## config.mk

```make
export PLATFORM = sky130hd
export DESIGN_NAME = ppm_frame_decoder_core
export DESIGN_NICKNAME = d
export VERILOG_FILES = /design/src/hw/rtl/ppmd_pkg.sv /design/src/hw/rtl/ppmd_ram.sv /design/src/hw/rtl/ppmd_edge.sv /design/src/hw/rtl/ppm_frame_decoder_core.sv
export SDC_FILE = /design/constraint.sdc
export NUM_CORES = 1
export LEC_CHECK = 0
export BUFFER_PORTS_ARGS = -buffer_cell sky130_fd_sc_hd__buf_4
export CAP_MARGIN = 40
export CORE_UTILIZATION = 35
export CTS_CLUSTER_SIZE = 14
export DETAILED_ROUTE_END_ITERATION = 6
export GPL_ROUTABILITY_DRIVEN = 0
export PLACE_DENSITY = 0.62
export SLEW_MARGIN = 40
export SYNTH_ARGS = -nofsm -noshare
export SYNTH_HDL_FRONTEND = slang
export SYNTH_HIERARCHICAL = 1
export SYNTH_SLANG_ARGS = --single-unit
```

## constraint.sdc

```tcl
create_clock -name clk -period 12.7 [get_ports clk]
set_input_delay 1.905 -clock clk [delete_from_list [all_inputs] [get_ports clk]]
set_output_delay 1.905 -clock clk [all_outputs]
set_load 0.005 [all_outputs]
```

## src/hw/rtl/ppmd_pkg.sv

```systemverilog
`default_nettype none

package ppmd_pkg;

	// Configuration register indexes
	localparam int unsigned CFG_AW = 3;
	localparam logic [CFG_AW-1:0] CFG_CHANNEL_COUNT = 3'd0;
	localparam logic [CFG_AW-1:0] CFG_SYNC_GAP      = 3'd1;
	localparam logic [CFG_AW-1:0] CFG_MIN_WIDTH     = 3'd2;
	localparam logic [CFG_AW-1:0] CFG_MAX_WIDTH     = 3'd3;
	localparam logic [CFG_AW-1:0] CFG_TOLERANCE     = 3'd4;

	// Register reset values
	localparam logic [4:0]  RST_CHANNEL_COUNT = 5'd8;
	localparam logic [15:0] RST_SYNC_GAP      = 16'd3000;
	localparam logic [15:0] RST_MIN_WIDTH     = 16'd1000;
	localparam logic [15:0] RST_MAX_WIDTH     = 16'd2000;
	localparam logic [15:0] RST_TOLERANCE     = 16'd100;

	// Result event codes
	localparam logic [2:0] EV_SYNC   = 3'd0;
	localparam logic [2:0] EV_STORE  = 3'd1;
	localparam logic [2:0] EV_REJECT = 3'd2;
	localparam logic [2:0] EV_BEYOND = 3'd3;
	localparam logic [2:0] EV_READ   = 3'd4;

	// Request kinds on the input tuser bit
	localparam logic ACT_EDGE = 1'b0;
	localparam logic ACT_READ = 1'b1;

	// Pulse counter saturates here
	localparam logic [4:0] PULSE_SAT = 5'd31;

	typedef struct packed {
		logic [4:0]  channel_count;
		logic [15:0] sync_gap;
		logic [15:0] min_width;
		logic [15:0] max_width;
		logic [15:0] tolerance;
	} cfg_t;

	// Outcome of one edge request, plus table write control
	typedef struct packed {
		logic [2:0]  event_res;
		logic [4:0]  channel;
		logic [15:0] width;
		logic        store;
	} edge_res_t;

endpackage

`default_nettype wire

```

## src/hw/rtl/ppmd_ram.sv

```systemverilog
`default_nettype none

module ppmd_ram #(
	parameter int unsigned WIDTH = 16,
	parameter int unsigned DEPTH = 16
) (
	input  wire logic                                      clk,
	input  wire logic                                      we,
	input  wire logic [$clog2(DEPTH > 1 ? DEPTH : 2)-1:0] waddr,
	input  wire logic [WIDTH-1:0]                          wdata,
	input  wire logic                                      re,
	input  wire logic [$clog2(DEPTH > 1 ? DEPTH : 2)-1:0] raddr,
	output logic      [WIDTH-1:0]                          rdata
);

	logic [WIDTH-1:0] mem [DEPTH];

	// Single write port, registered read port
	always_ff @(posedge clk) begin
		if (we) begin
			mem[waddr] <= wdata;
		end
		if (re) begin
			rdata <= mem[raddr];
		end
	end

endmodule

`default_nettype wire

```

## src/hw/rtl/ppmd_edge.sv

```systemverilog
`default_nettype none

module ppmd_edge #(
	parameter int unsigned MAX_CHANNELS = 16
) (
	input  wire logic              clk,
	input  wire logic              arst_n,
	input  wire logic              take,
	input  wire logic [31:0]       stamp,
	input  wire ppmd_pkg::cfg_t    cfg,
	output ppmd_pkg::edge_res_t    res
);

	localparam logic [5:0] MAX_CH6 = 6'(MAX_CHANNELS);

	logic [31:0] last_stamp_q;
	logic [4:0]  pulse_q;

	logic [31:0] interval;
	logic [15:0] intv16;
	logic        is_sync;
	logic [5:0]  cc6;
	logic [5:0]  eff_count;
	logic        beyond;
	logic [15:0] lo_bound;
	logic [16:0] hi_bound;
	logic        in_window;

	// Interval since previous edge, modular
	assign interval = stamp - last_stamp_q;
	assign intv16   = interval[15:0];
	assign is_sync  = interval > {16'd0, cfg.sync_gap};

	// Channel count limited to table depth
	assign cc6       = {1'b0, cfg.channel_count};
	assign eff_count = (cc6 > MAX_CH6) ? MAX_CH6 : cc6;
	assign beyond    = (pulse_q == 5'd0) || ({1'b0, pulse_q} > eff_count);

	// Acceptance window; lower bound clamps at zero, upper keeps the carry
	assign lo_bound  = (cfg.min_width > cfg.tolerance) ? (cfg.min_width - cfg.tolerance)
	                                                   : 16'd0;
	assign hi_bound  = {1'b0, cfg.max_width} + {1'b0, cfg.tolerance};
	assign in_window = (intv16 > lo_bound) && ({1'b0, intv16} < hi_bound);

	// Classify the edge
	always_comb begin
		res.channel = pulse_q;
		res.width   = intv16;
		res.store   = 1'b0;
		if (is_sync) begin
			res.event_res = ppmd_pkg::EV_SYNC;
			res.channel   = 5'd0;
			res.width     = (interval[31:16] != 16'd0) ? 16'hFFFF : intv16;
		end else if (beyond) begin
			res.event_res = ppmd_pkg::EV_BEYOND;
		end else if (in_window) begin
			res.event_res = ppmd_pkg::EV_STORE;
			res.store     = 1'b1;
		end else begin
			res.event_res = ppmd_pkg::EV_REJECT;
		end
	end

	// Timing state: last stamp and pulse counter
	always_ff @(posedge clk or negedge arst_n) begin
		if (!arst_n) begin
			last_stamp_q <= 32'd0;
			pulse_q      <= 5'd0;
		end else if (take) begin
			last_stamp_q <= stamp;
			if (is_sync) begin
				pulse_q <= 5'd1;
			end else if (pulse_q < ppmd_pkg::PULSE_SAT) begin
				pulse_q <= pulse_q + 5'd1;
			end
		end
	end

endmodule

`default_nettype wire

```

## src/hw/rtl/ppm_frame_decoder_core.sv

```systemverilog
`default_nettype none

// Channel  Dir  Fields (low bit first)
// s_*      in   tuser: action[0]; tdata: stamp[31:0], read_channel[36:32]
// m_*      out  tuser: event_res[2:0]; tdata: channel[4:0], width[20:5]
// cfg_*    in   cfg_addr selects register, cfg_data[15:0] value, cfg_we strobe
//
// One request per cycle sustained while m_tready is high; each result passes through
// stage 1, which waits for the registered table RAM read, then the output register.
// Edge requests are classified in the accept cycle and in-window widths are written to
// the table then, so a read right behind a write sees the new value.
// Reset clears timing state, pipeline valids and per-entry valid bits; no clearing pass.
// s_tready drops only while stage and output register are full and m_tready is low.
module ppm_frame_decoder_core #(
	parameter int unsigned MAX_CHANNELS = 16
) (
	input  wire logic                          clk,
	input  wire logic                          arst_n,
	input  wire logic                          s_tvalid,
	output logic                               s_tready,
	input  wire logic [39:0]                   s_tdata,  // stamp, read_channel
	input  wire logic [0:0]                    s_tuser,  // action
	output logic                               m_tvalid,
	input  wire logic                          m_tready,
	output logic      [23:0]                   m_tdata,  // channel, width
	output logic      [2:0]                    m_tuser,  // event_res
	input  wire logic                          cfg_we,
	input  wire logic [ppmd_pkg::CFG_AW-1:0]   cfg_addr,
	input  wire logic [15:0]                   cfg_data
);

	localparam int unsigned AW = $clog2(MAX_CHANNELS > 1 ? MAX_CHANNELS : 2);
	localparam logic [5:0]  MAX_CH6 = 6'(MAX_CHANNELS);

	ppmd_pkg::cfg_t      cfg_q;
	ppmd_pkg::edge_res_t edge_res;

	logic        take;
	logic        take_edge;
	logic        take_read;
	logic [31:0] in_stamp;
	logic [4:0]  in_rch;
	logic        rd_in_range;

	logic          ram_we;
	logic [AW-1:0] wr_addr;
	logic [AW-1:0] rd_addr;
	logic [15:0]   ram_rdata;
	logic [MAX_CHANNELS-1:0] tbl_valid_q;

	logic        valid_s1;
	logic [2:0]  event_s1;
	logic [4:0]  channel_s1;
	logic [15:0] width_s1;
	logic        rd_s1;
	logic        rdok_s1;
	logic        adv_s1;

	logic        out_valid_q;
	logic [2:0]  out_event_q;
	logic [4:0]  out_channel_q;
	logic [15:0] out_width_q;

	// Request decode
	assign in_stamp  = s_tdata[31:0];
	assign in_rch    = s_tdata[36:32];
	assign take      = s_tvalid && s_tready;
	assign take_edge = take && (s_tuser[0] == ppmd_pkg::ACT_EDGE);
	assign take_read = take && (s_tuser[0] == ppmd_pkg::ACT_READ);

	// Configuration registers
	always_ff @(posedge clk or negedge arst_n) begin
		if (!arst_n) begin
			cfg_q.channel_count <= ppmd_pkg::RST_CHANNEL_COUNT;
			cfg_q.sync_gap      <= ppmd_pkg::RST_SYNC_GAP;
			cfg_q.min_width     <= ppmd_pkg::RST_MIN_WIDTH;
			cfg_q.max_width     <= ppmd_pkg::RST_MAX_WIDTH;
			cfg_q.tolerance     <= ppmd_pkg::RST_TOLERANCE;
		end else if (cfg_we) begin
			case (cfg_addr)
				ppmd_pkg::CFG_CHANNEL_COUNT: cfg_q.channel_count <= cfg_data[4:0];
				ppmd_pkg::CFG_SYNC_GAP:      cfg_q.sync_gap      <= cfg_data;
				ppmd_pkg::CFG_MIN_WIDTH:     cfg_q.min_width     <= cfg_data;
				ppmd_pkg::CFG_MAX_WIDTH:     cfg_q.max_width     <= cfg_data;
				ppmd_pkg::CFG_TOLERANCE:     cfg_q.tolerance     <= cfg_data;
				default: ;
			endcase
		end
	end

	// Edge timing and classification
	ppmd_edge #(
		.MAX_CHANNELS(MAX_CHANNELS)
	) u_edge (
		.clk    (clk),
		.arst_n (arst_n),
		.take   (take_edge),
		.stamp  (in_stamp),
		.cfg    (cfg_q),
		.res    (edge_res)
	);

	// Channel table: stored channel k lives at entry k-1
	assign ram_we      = take_edge && edge_res.store;
	assign wr_addr     = AW'(edge_res.channel - 5'd1);
	assign rd_in_range = (in_rch != 5'd0) && ({1'b0, in_rch} <= MAX_CH6);
	assign rd_addr     = AW'(in_rch - 5'd1);

	ppmd_ram #(
		.WIDTH (16),
		.DEPTH (MAX_CHANNELS)
	) u_table (
		.clk   (clk),
		.we    (ram_we),
		.waddr (wr_addr),
		.wdata (edge_res.width),
		.re    (take_read),
		.raddr (rd_addr),
		.rdata (ram_rdata)
	);

	// Per-entry written marks; unwritten entries read as zero
	always_ff @(posedge clk or negedge arst_n) begin
		if (!arst_n) begin
			tbl_valid_q <= '0;
		end else if (ram_we) begin
			tbl_valid_q[wr_addr] <= 1'b1;
		end
	end

	// Flow control
	assign adv_s1   = valid_s1 && (!out_valid_q || m_tready);
	assign s_tready = !valid_s1 || !out_valid_q || m_tready;

	// Stage 1: waits for table read data
	always_ff @(posedge clk or negedge arst_n) begin
		if (!arst_n) begin
			valid_s1 <= 1'b0;
		end else if (take) begin
			valid_s1 <= 1'b1;
		end else if (adv_s1) begin
			valid_s1 <= 1'b0;
		end
	end

	always_ff @(posedge clk) begin
		if (take) begin
			rd_s1 <= take_read;
			if (take_read) begin
				event_s1   <= ppmd_pkg::EV_READ;
				channel_s1 <= in_rch;
				width_s1   <= 16'd0;
				rdok_s1    <= rd_in_range && tbl_valid_q[rd_addr];
			end else begin
				event_s1   <= edge_res.event_res;
				channel_s1 <= edge_res.channel;
				width_s1   <= edge_res.width;
				rdok_s1    <= 1'b0;
			end
		end
	end

	// Output register
	always_ff @(posedge clk or negedge arst_n) begin
		if (!arst_n) begin
			out_valid_q <= 1'b0;
		end else if (adv_s1) begin
			out_valid_q <= 1'b1;
		end else if (m_tready) begin
			out_valid_q <= 1'b0;
		end
	end

	always_ff @(posedge clk) begin
		if (adv_s1) begin
			out_event_q   <= event_s1;
			out_channel_q <= channel_s1;
			out_width_q   <= (rd_s1 && rdok_s1) ? ram_rdata : width_s1;
		end
	end

	assign m_tvalid = out_valid_q;
	assign m_tuser  = out_event_q;
	assign m_tdata  = {3'd0, out_width_q, out_channel_q};

	// A written entry is marked valid on the next cycle
	a_wr_marks: assert property (@(posedge clk) disable iff (!arst_n)
		ram_we |=> tbl_valid_q[$past(wr_addr)])
		else $error("table write did not set its valid mark");

	// A result in stage 1 with an empty output register moves on at once
	a_s1_moves: assert property (@(posedge clk) disable iff (!arst_n)
		(valid_s1 && !out_valid_q) |=> out_valid_q)
		else $error("stage 1 result not moved to output");

	// Frame sync results carry channel zero
	a_sync_ch0: assert property (@(posedge clk) disable iff (!arst_n)
		(out_valid_q && (out_event_q == ppmd_pkg::EV_SYNC)) |-> (out_channel_q == 5'd0))
		else $error("sync result with nonzero channel");

endmodule

`default_nettype wire

```

* Word level (Yosys, flattened, before mapping)
Memories as Yosys holds them, arrays and structs flattened. A register that Yosys moved wholly into a read port is not among the register bits.
Index checks and enable logic that the tools add are counted.
** Operators by class
- Div/mod/pow operators :: 0
- $lt $le $gt $ge :: 11
- Reductions and logical operators :: 30
- Bitwise operators :: 2
- Muxes and demuxes :: 24
- Multipliers :: 0
- Shifts and indexed selects :: 0
- Eq/ne operators :: 4
- Add/sub/neg operators :: 6
** Operators by type and width (count)
- two-way mux 16 bit :: 3
- greater-than comparator 16 bit :: 2
- greater-than comparator 32 x 16 -> 1 bit :: 1
- subtractor 32 bit :: 1
- two-way mux 21 bit :: 1
- two-way mux 5 bit :: 4
- adder 16 x 16 -> 17 bit :: 1
- < comparator 16 x 17 -> 1 bit :: 1
- bitwise OR 16 bit :: 1
- nonzero test 16 bit :: 1
- subtractor 16 bit :: 1
- AND reduction 2 bit :: 6
- two-way mux 1 bit :: 11
- logical AND 1 bit :: 10
- < comparator 4 x 5 -> 1 bit, second input constant :: 2
- subtractor 4 x 1 -> 4 bit, second input constant :: 2
- equality test 3 x 2 -> 1 bit, second input constant :: 2
- greater-than comparator 5 x 6 -> 1 bit :: 1
- two-way mux 3 bit :: 2
- nonzero test 2 bit :: 3
- adder 5 x 1 -> 5 bit, second input constant :: 1
- greater-than comparator 5 bit, second input constant :: 1
- less-or-equal comparator 5 bit, second input constant :: 1
- zero test 5 bit :: 1
- 13 further kinds :: 17
** Word-level totals
- Register bits after elaboration :: 174
- Bits in latches :: 0
- Memories kept :: 1
- Output and inout bits :: 29
- Logic and storage cells :: 97
- Bits in read-only memories :: 0
- Memory bits (writable) :: 256
- Input bits :: 65
** Memories
- u_table.mem :: words 16, bits a word 16, read ports 1, clocked after memory_dff 1, wr ports 1, line ppmd_ram.sv:16 : logic [WIDTH-1:0] mem [DEPTH];

* Depth between registers and ports, before layout
- Depth after elaboration :: 10
- Depth in mapped cells :: 28
- Mapped depth without buffers :: 26

* Cells and area by module
The synthesis kept the hierarchy.
** Modules (own cells, without submodules)
- ppmd_ram :: cells each 432, seq. area each 8167.8 µm², area each 10203.5 µm², instances 1
- ppmd_edge :: cells each 864, seq. area each 925.9 µm², area each 6476.2 µm², instances 1
- ppm_frame_decoder_core :: cells each 342, seq. area each 3707.3 µm², area each 5726.7 µm², instances 1

* Least setup slack after synthesis
OpenSTA, ideal clock, no wires.
- Kind :: input-to-reg
- Start point :: input port s_tdata[19]
- End point :: memory u_table.mem[0][0] (enable)
- Data required time :: 12291 ps
- Path slack :: 4420 ps
- Path buffers :: 2
- Setup time :: 409 ps
- Stages :: 17
- Data arrival time :: 7871 ps
- Path through :: ha_1 buf_4 a21oi_1 o21a_1 a311o_1 a311oi_1 or4b_4 a2111oi_2 nand4_1 or4_4 buf_6 nor4_1 inv_1 ha_1 xor2_1 or3b_2 nor3_1
** RTL lines
- from (decl) :: line ppm_frame_decoder_core.sv:21 : input wire logic [39:0] s_tdata,
- to (decl) :: line ppmd_ram.sv:16

==> metrics.txt <==
status finished, final reports clean; IO Pins 94; Worst Reg-to-Reg Cells 25; Max-Cap Viols 0; via/cell ratio 5.26; RR Endpoint u_table/mem[0][0]; WS Path Type in -> reg; wire length of the first global-routing pass 79.8 mm; DP Cell Count 2540; Total Routed Length 50.8 mm; post-cts sizing count 0; Slew @ Worst Pin 0.838 ns; Slew HR 44.2%; Hold Path Stages 0; startpoint types primary input; antenna violations before repair 1; Clock Path Buffers 3; clock sinks 446; Root Buffer clkbuf_16; DRC Markers 0; top cell type's share of synthesized area 43.2%; reg2reg start cfg_q[1]; final worst-path cycle share 62.6%; CTS Buf Count 47; CP peak stage delay 0.72 ns; DR vias 13800; r2r setup slk 5.39 ns; largest net degree at the start of global routing 74; Hold Path End out_channel_q[0]; Finish-stage setup viols 0; detailed-placement wirelength estimate 34.7 mm; mapped cell area 22400 um^2; Post-Layout Cell Count 2628; CP endpoint kind register; Distinct cells, synth 89; Yosys warning total 6; Crit path arrival time 8.24 ns; cts hold-fix bufs 0; min-delay src channel_s1[0]; # rows 92; 1st-pass router iterations 5; total die area 65000 um^2; nets 1933; critical path cell sequence buf_4, ha_1, nand2_1, o21ai_0, a2111oi_0, a311oi_1, or4b_4, a2111oi_2, nand4_1, or4_4, nor4_2, inv_1, ha_1, xor2_1, nand3_1, nor3_4, buf_6; later-pin clock latency in the skew report 0.61 ns; pwr/cell area 163 nW/um^2; FF/Latch Area 12800 um^2; number of global-route vias before repair 14100; grt met3 use 2.31%; GR peak layer met2; layout cell share with drive strength beyond 1 21.4%; Post-DRT Antenna Nets 0; # fillers 5822; Worst Skew 0.0430 ns; Worst-path clk slew 0.06 ns; Die Wd 255 um; drt initial violations 914; die height 255 um; Synth area leaders edfxtp_1 (43%), dfrtp_1 (11%), ha_1 (6.8%), mux4_2 (5.6%), dfstp_2 (2.7%); ys flop type edfxtp_1; FF+latch count, synth 446; Synth Area per Inst 13.7 um^2; minimum clock period 7.95 ns; commonest non-fill, non-tap cells in the layout edfxtp_1 (322), ha_1 (122), nand2_1 (108), buf_4 (108), dfrtp_1 (101); Synth async-reset ratio 27.8%; most common cell after layout, fill and taps aside edfxtp_1; P&R area growth vs syn 14.1%; Crit path buffers/inverters 3; Final Hold Fails 0; CTS tree yes; Buffers on Ports 87; M1 GR Usage 21.0%; setup_tns 0 ns; unrepaired setup endpoints after global routing false; overflow left after global routing 0; Fmax 126 MHz; Peak VDD IR 0.000122 V; GRT Util Overall 15.9%; setup bufs post-CTS 0; Synth Instances 1638; CP Max Fanout 24; # H-tree levels 2; Critical Path Most Common Cell ha_1; WL/cell 19.3 um; Core Util, Final 40.5%; final hold slack 0.419 ns; CP top delay family simple AND/OR/NAND/NOR gates; Pins Over Slew Limit 0; Synth area leader edfxtp_1; Worst Path Required 12.99 ns; area of the multi-input gates 8970 um^2; Starting Density 35.5%; HP Class reg -> reg; met2 Use GR 27.3%; Core ar. 63200 um^2; slowest cell on the critical path or4_4; sequential cell area fraction in the yosys report 57.1%; Leakage Power 10.6 nW; number of flops mapped to enable cells by yosys 322
-- flip-flops by register name, indices dropped and copies added (netlist names), 5 cells and up --
name / cells
out_channel_q: 5
u_edge/last_stamp_q: 32
u_table/mem: 256
out_width_q: 16
width_s1: 16
channel_s1: 5
u_edge/pulse_q: 5
tbl_valid_q: 16
cfg_q: 69
u_table/rdata: 16
-- worst max path at each step --
stage / start / to / slack [ns] / cells after the start
floorplan: s_tdata[19] / u_table/mem[0][0] / 4.42 / 17
global placement: s_tdata[0] / u_table/mem[12][8] / 3.70 / 21
detailed placement: s_tdata[0] / u_table/mem[12][8] / 4.22 / 23
CTS: s_tdata[0] / u_table/mem[12][2] / 4.83 / 23
global route: s_tdata[0] / u_table/mem[12][2] / 4.26 / 23
finish: s_tdata[20] / u_table/mem[12][2] / 4.75 / 17
-- power by group --
group          switching (mW)  internal (mW)  total [mW]
clock network           0.579          0.740        1.32
registers              0.0447           1.64        1.69
logic                   0.672          0.485        1.16
total                    1.30           2.87        4.16
-- cell type report --
class | count | share of cell area [%]
inverters | 96 | 1.42
repair buffers | 114 | 3.43
well taps | 846 | 4.14
flip-flops and latches | 446 | 50.1
diodes | 1 | 0.00979
clock buffers | 66 | 5.06
clock inverters | 21 | 0.778
multi-input cells | 1038 | 35.1
-- Yosys cell counts (6+ instances only) --
cell type  count
mux2_4        20
a21oi_1       74
mux2_1        20
a21o_1        45
buf_6          7
mux4_2        56
o21a_1        20
buf_4         10
buf_2          6
xor2_1        18
mux2_2        51
o211ai_1       7
nor3_1        22
a22oi_1       32
dfrtp_1      101
mux4_1        10
xnor2_1       27
o21ai_0       78
and2_1        25
dfstp_2       23
nand3_1       18
inv_1         95
nand3b_1       8
and3_1        13
a211oi_1       9
nand2b_1      11
a21boi_0       6
or3_1         16
mux2i_1        7
nor2_1        61
ha_1         122
nand2_1      109
edfxtp_1     322
nor2b_1       11
clkbuf_1      29
nand4_1       20
nor4_1         6
and4_1         6
-- layer usage --
layer	wire length, um	vias to the layer above	part of all wire (%)
met5	0	-	0
met3	2200	71	4.3
met4	1030	0	2.0
li1	-	6460	-
met2	24800	324	49
met1	22700	6967	45
-- worst reg2reg max path, stage by stage, from the launching register on --
cell	delay (ns)
dfrtp_1	0.45
inv_1	0.12
fa_1	0.46
a21o_1	0.19
a21oi_1	0.22
o21bai_1	0.09
a21o_1	0.20
a21oi_1	0.29
o211ai_1	0.19
a221oi_1	0.62
nor2_1	0.36
nand3b_1	0.19
ha_1	0.17
a21o_1	0.12
a21o_1	0.11
a211oi_1	0.07
o21ai_0	0.19
o211ai_1	0.13
a32oi_1	0.27
o21ai_0	0.33
a211oi_1	0.37
nor4b_1	0.41
and4b_1	0.46
or3b_2	0.54
nor3_2	0.12
buf_4	0.32
-- through the flow --
step | total power [mW] | setup slack [ns] | cell area [um^2]
after floorplan | 2.54 | 4.42 | 22400
after global placement | 2.83 | 3.70 | 24000
after detailed placement | 2.87 | 4.22 | 24100
after CTS | 4.20 | 4.83 | 25600
after global routing | 4.40 | 4.26 | 25600
final | 4.16 | 4.75 | 25600
-- kinds of logic after synthesis --
group / count (synthesis) / synth area share, %
xor+xnor: 47 / 1.90
mux: 164 / 12.0
buf+inv: 156 / 3.21
other cells: 2 / 0.0335
compound gates: 333 / 9.78
fa+ha+maj: 125 / 7.08
simple gates: 365 / 8.85
flops: 446 / 57.1
No activity file was read; power rests on OpenSTA's default activity.
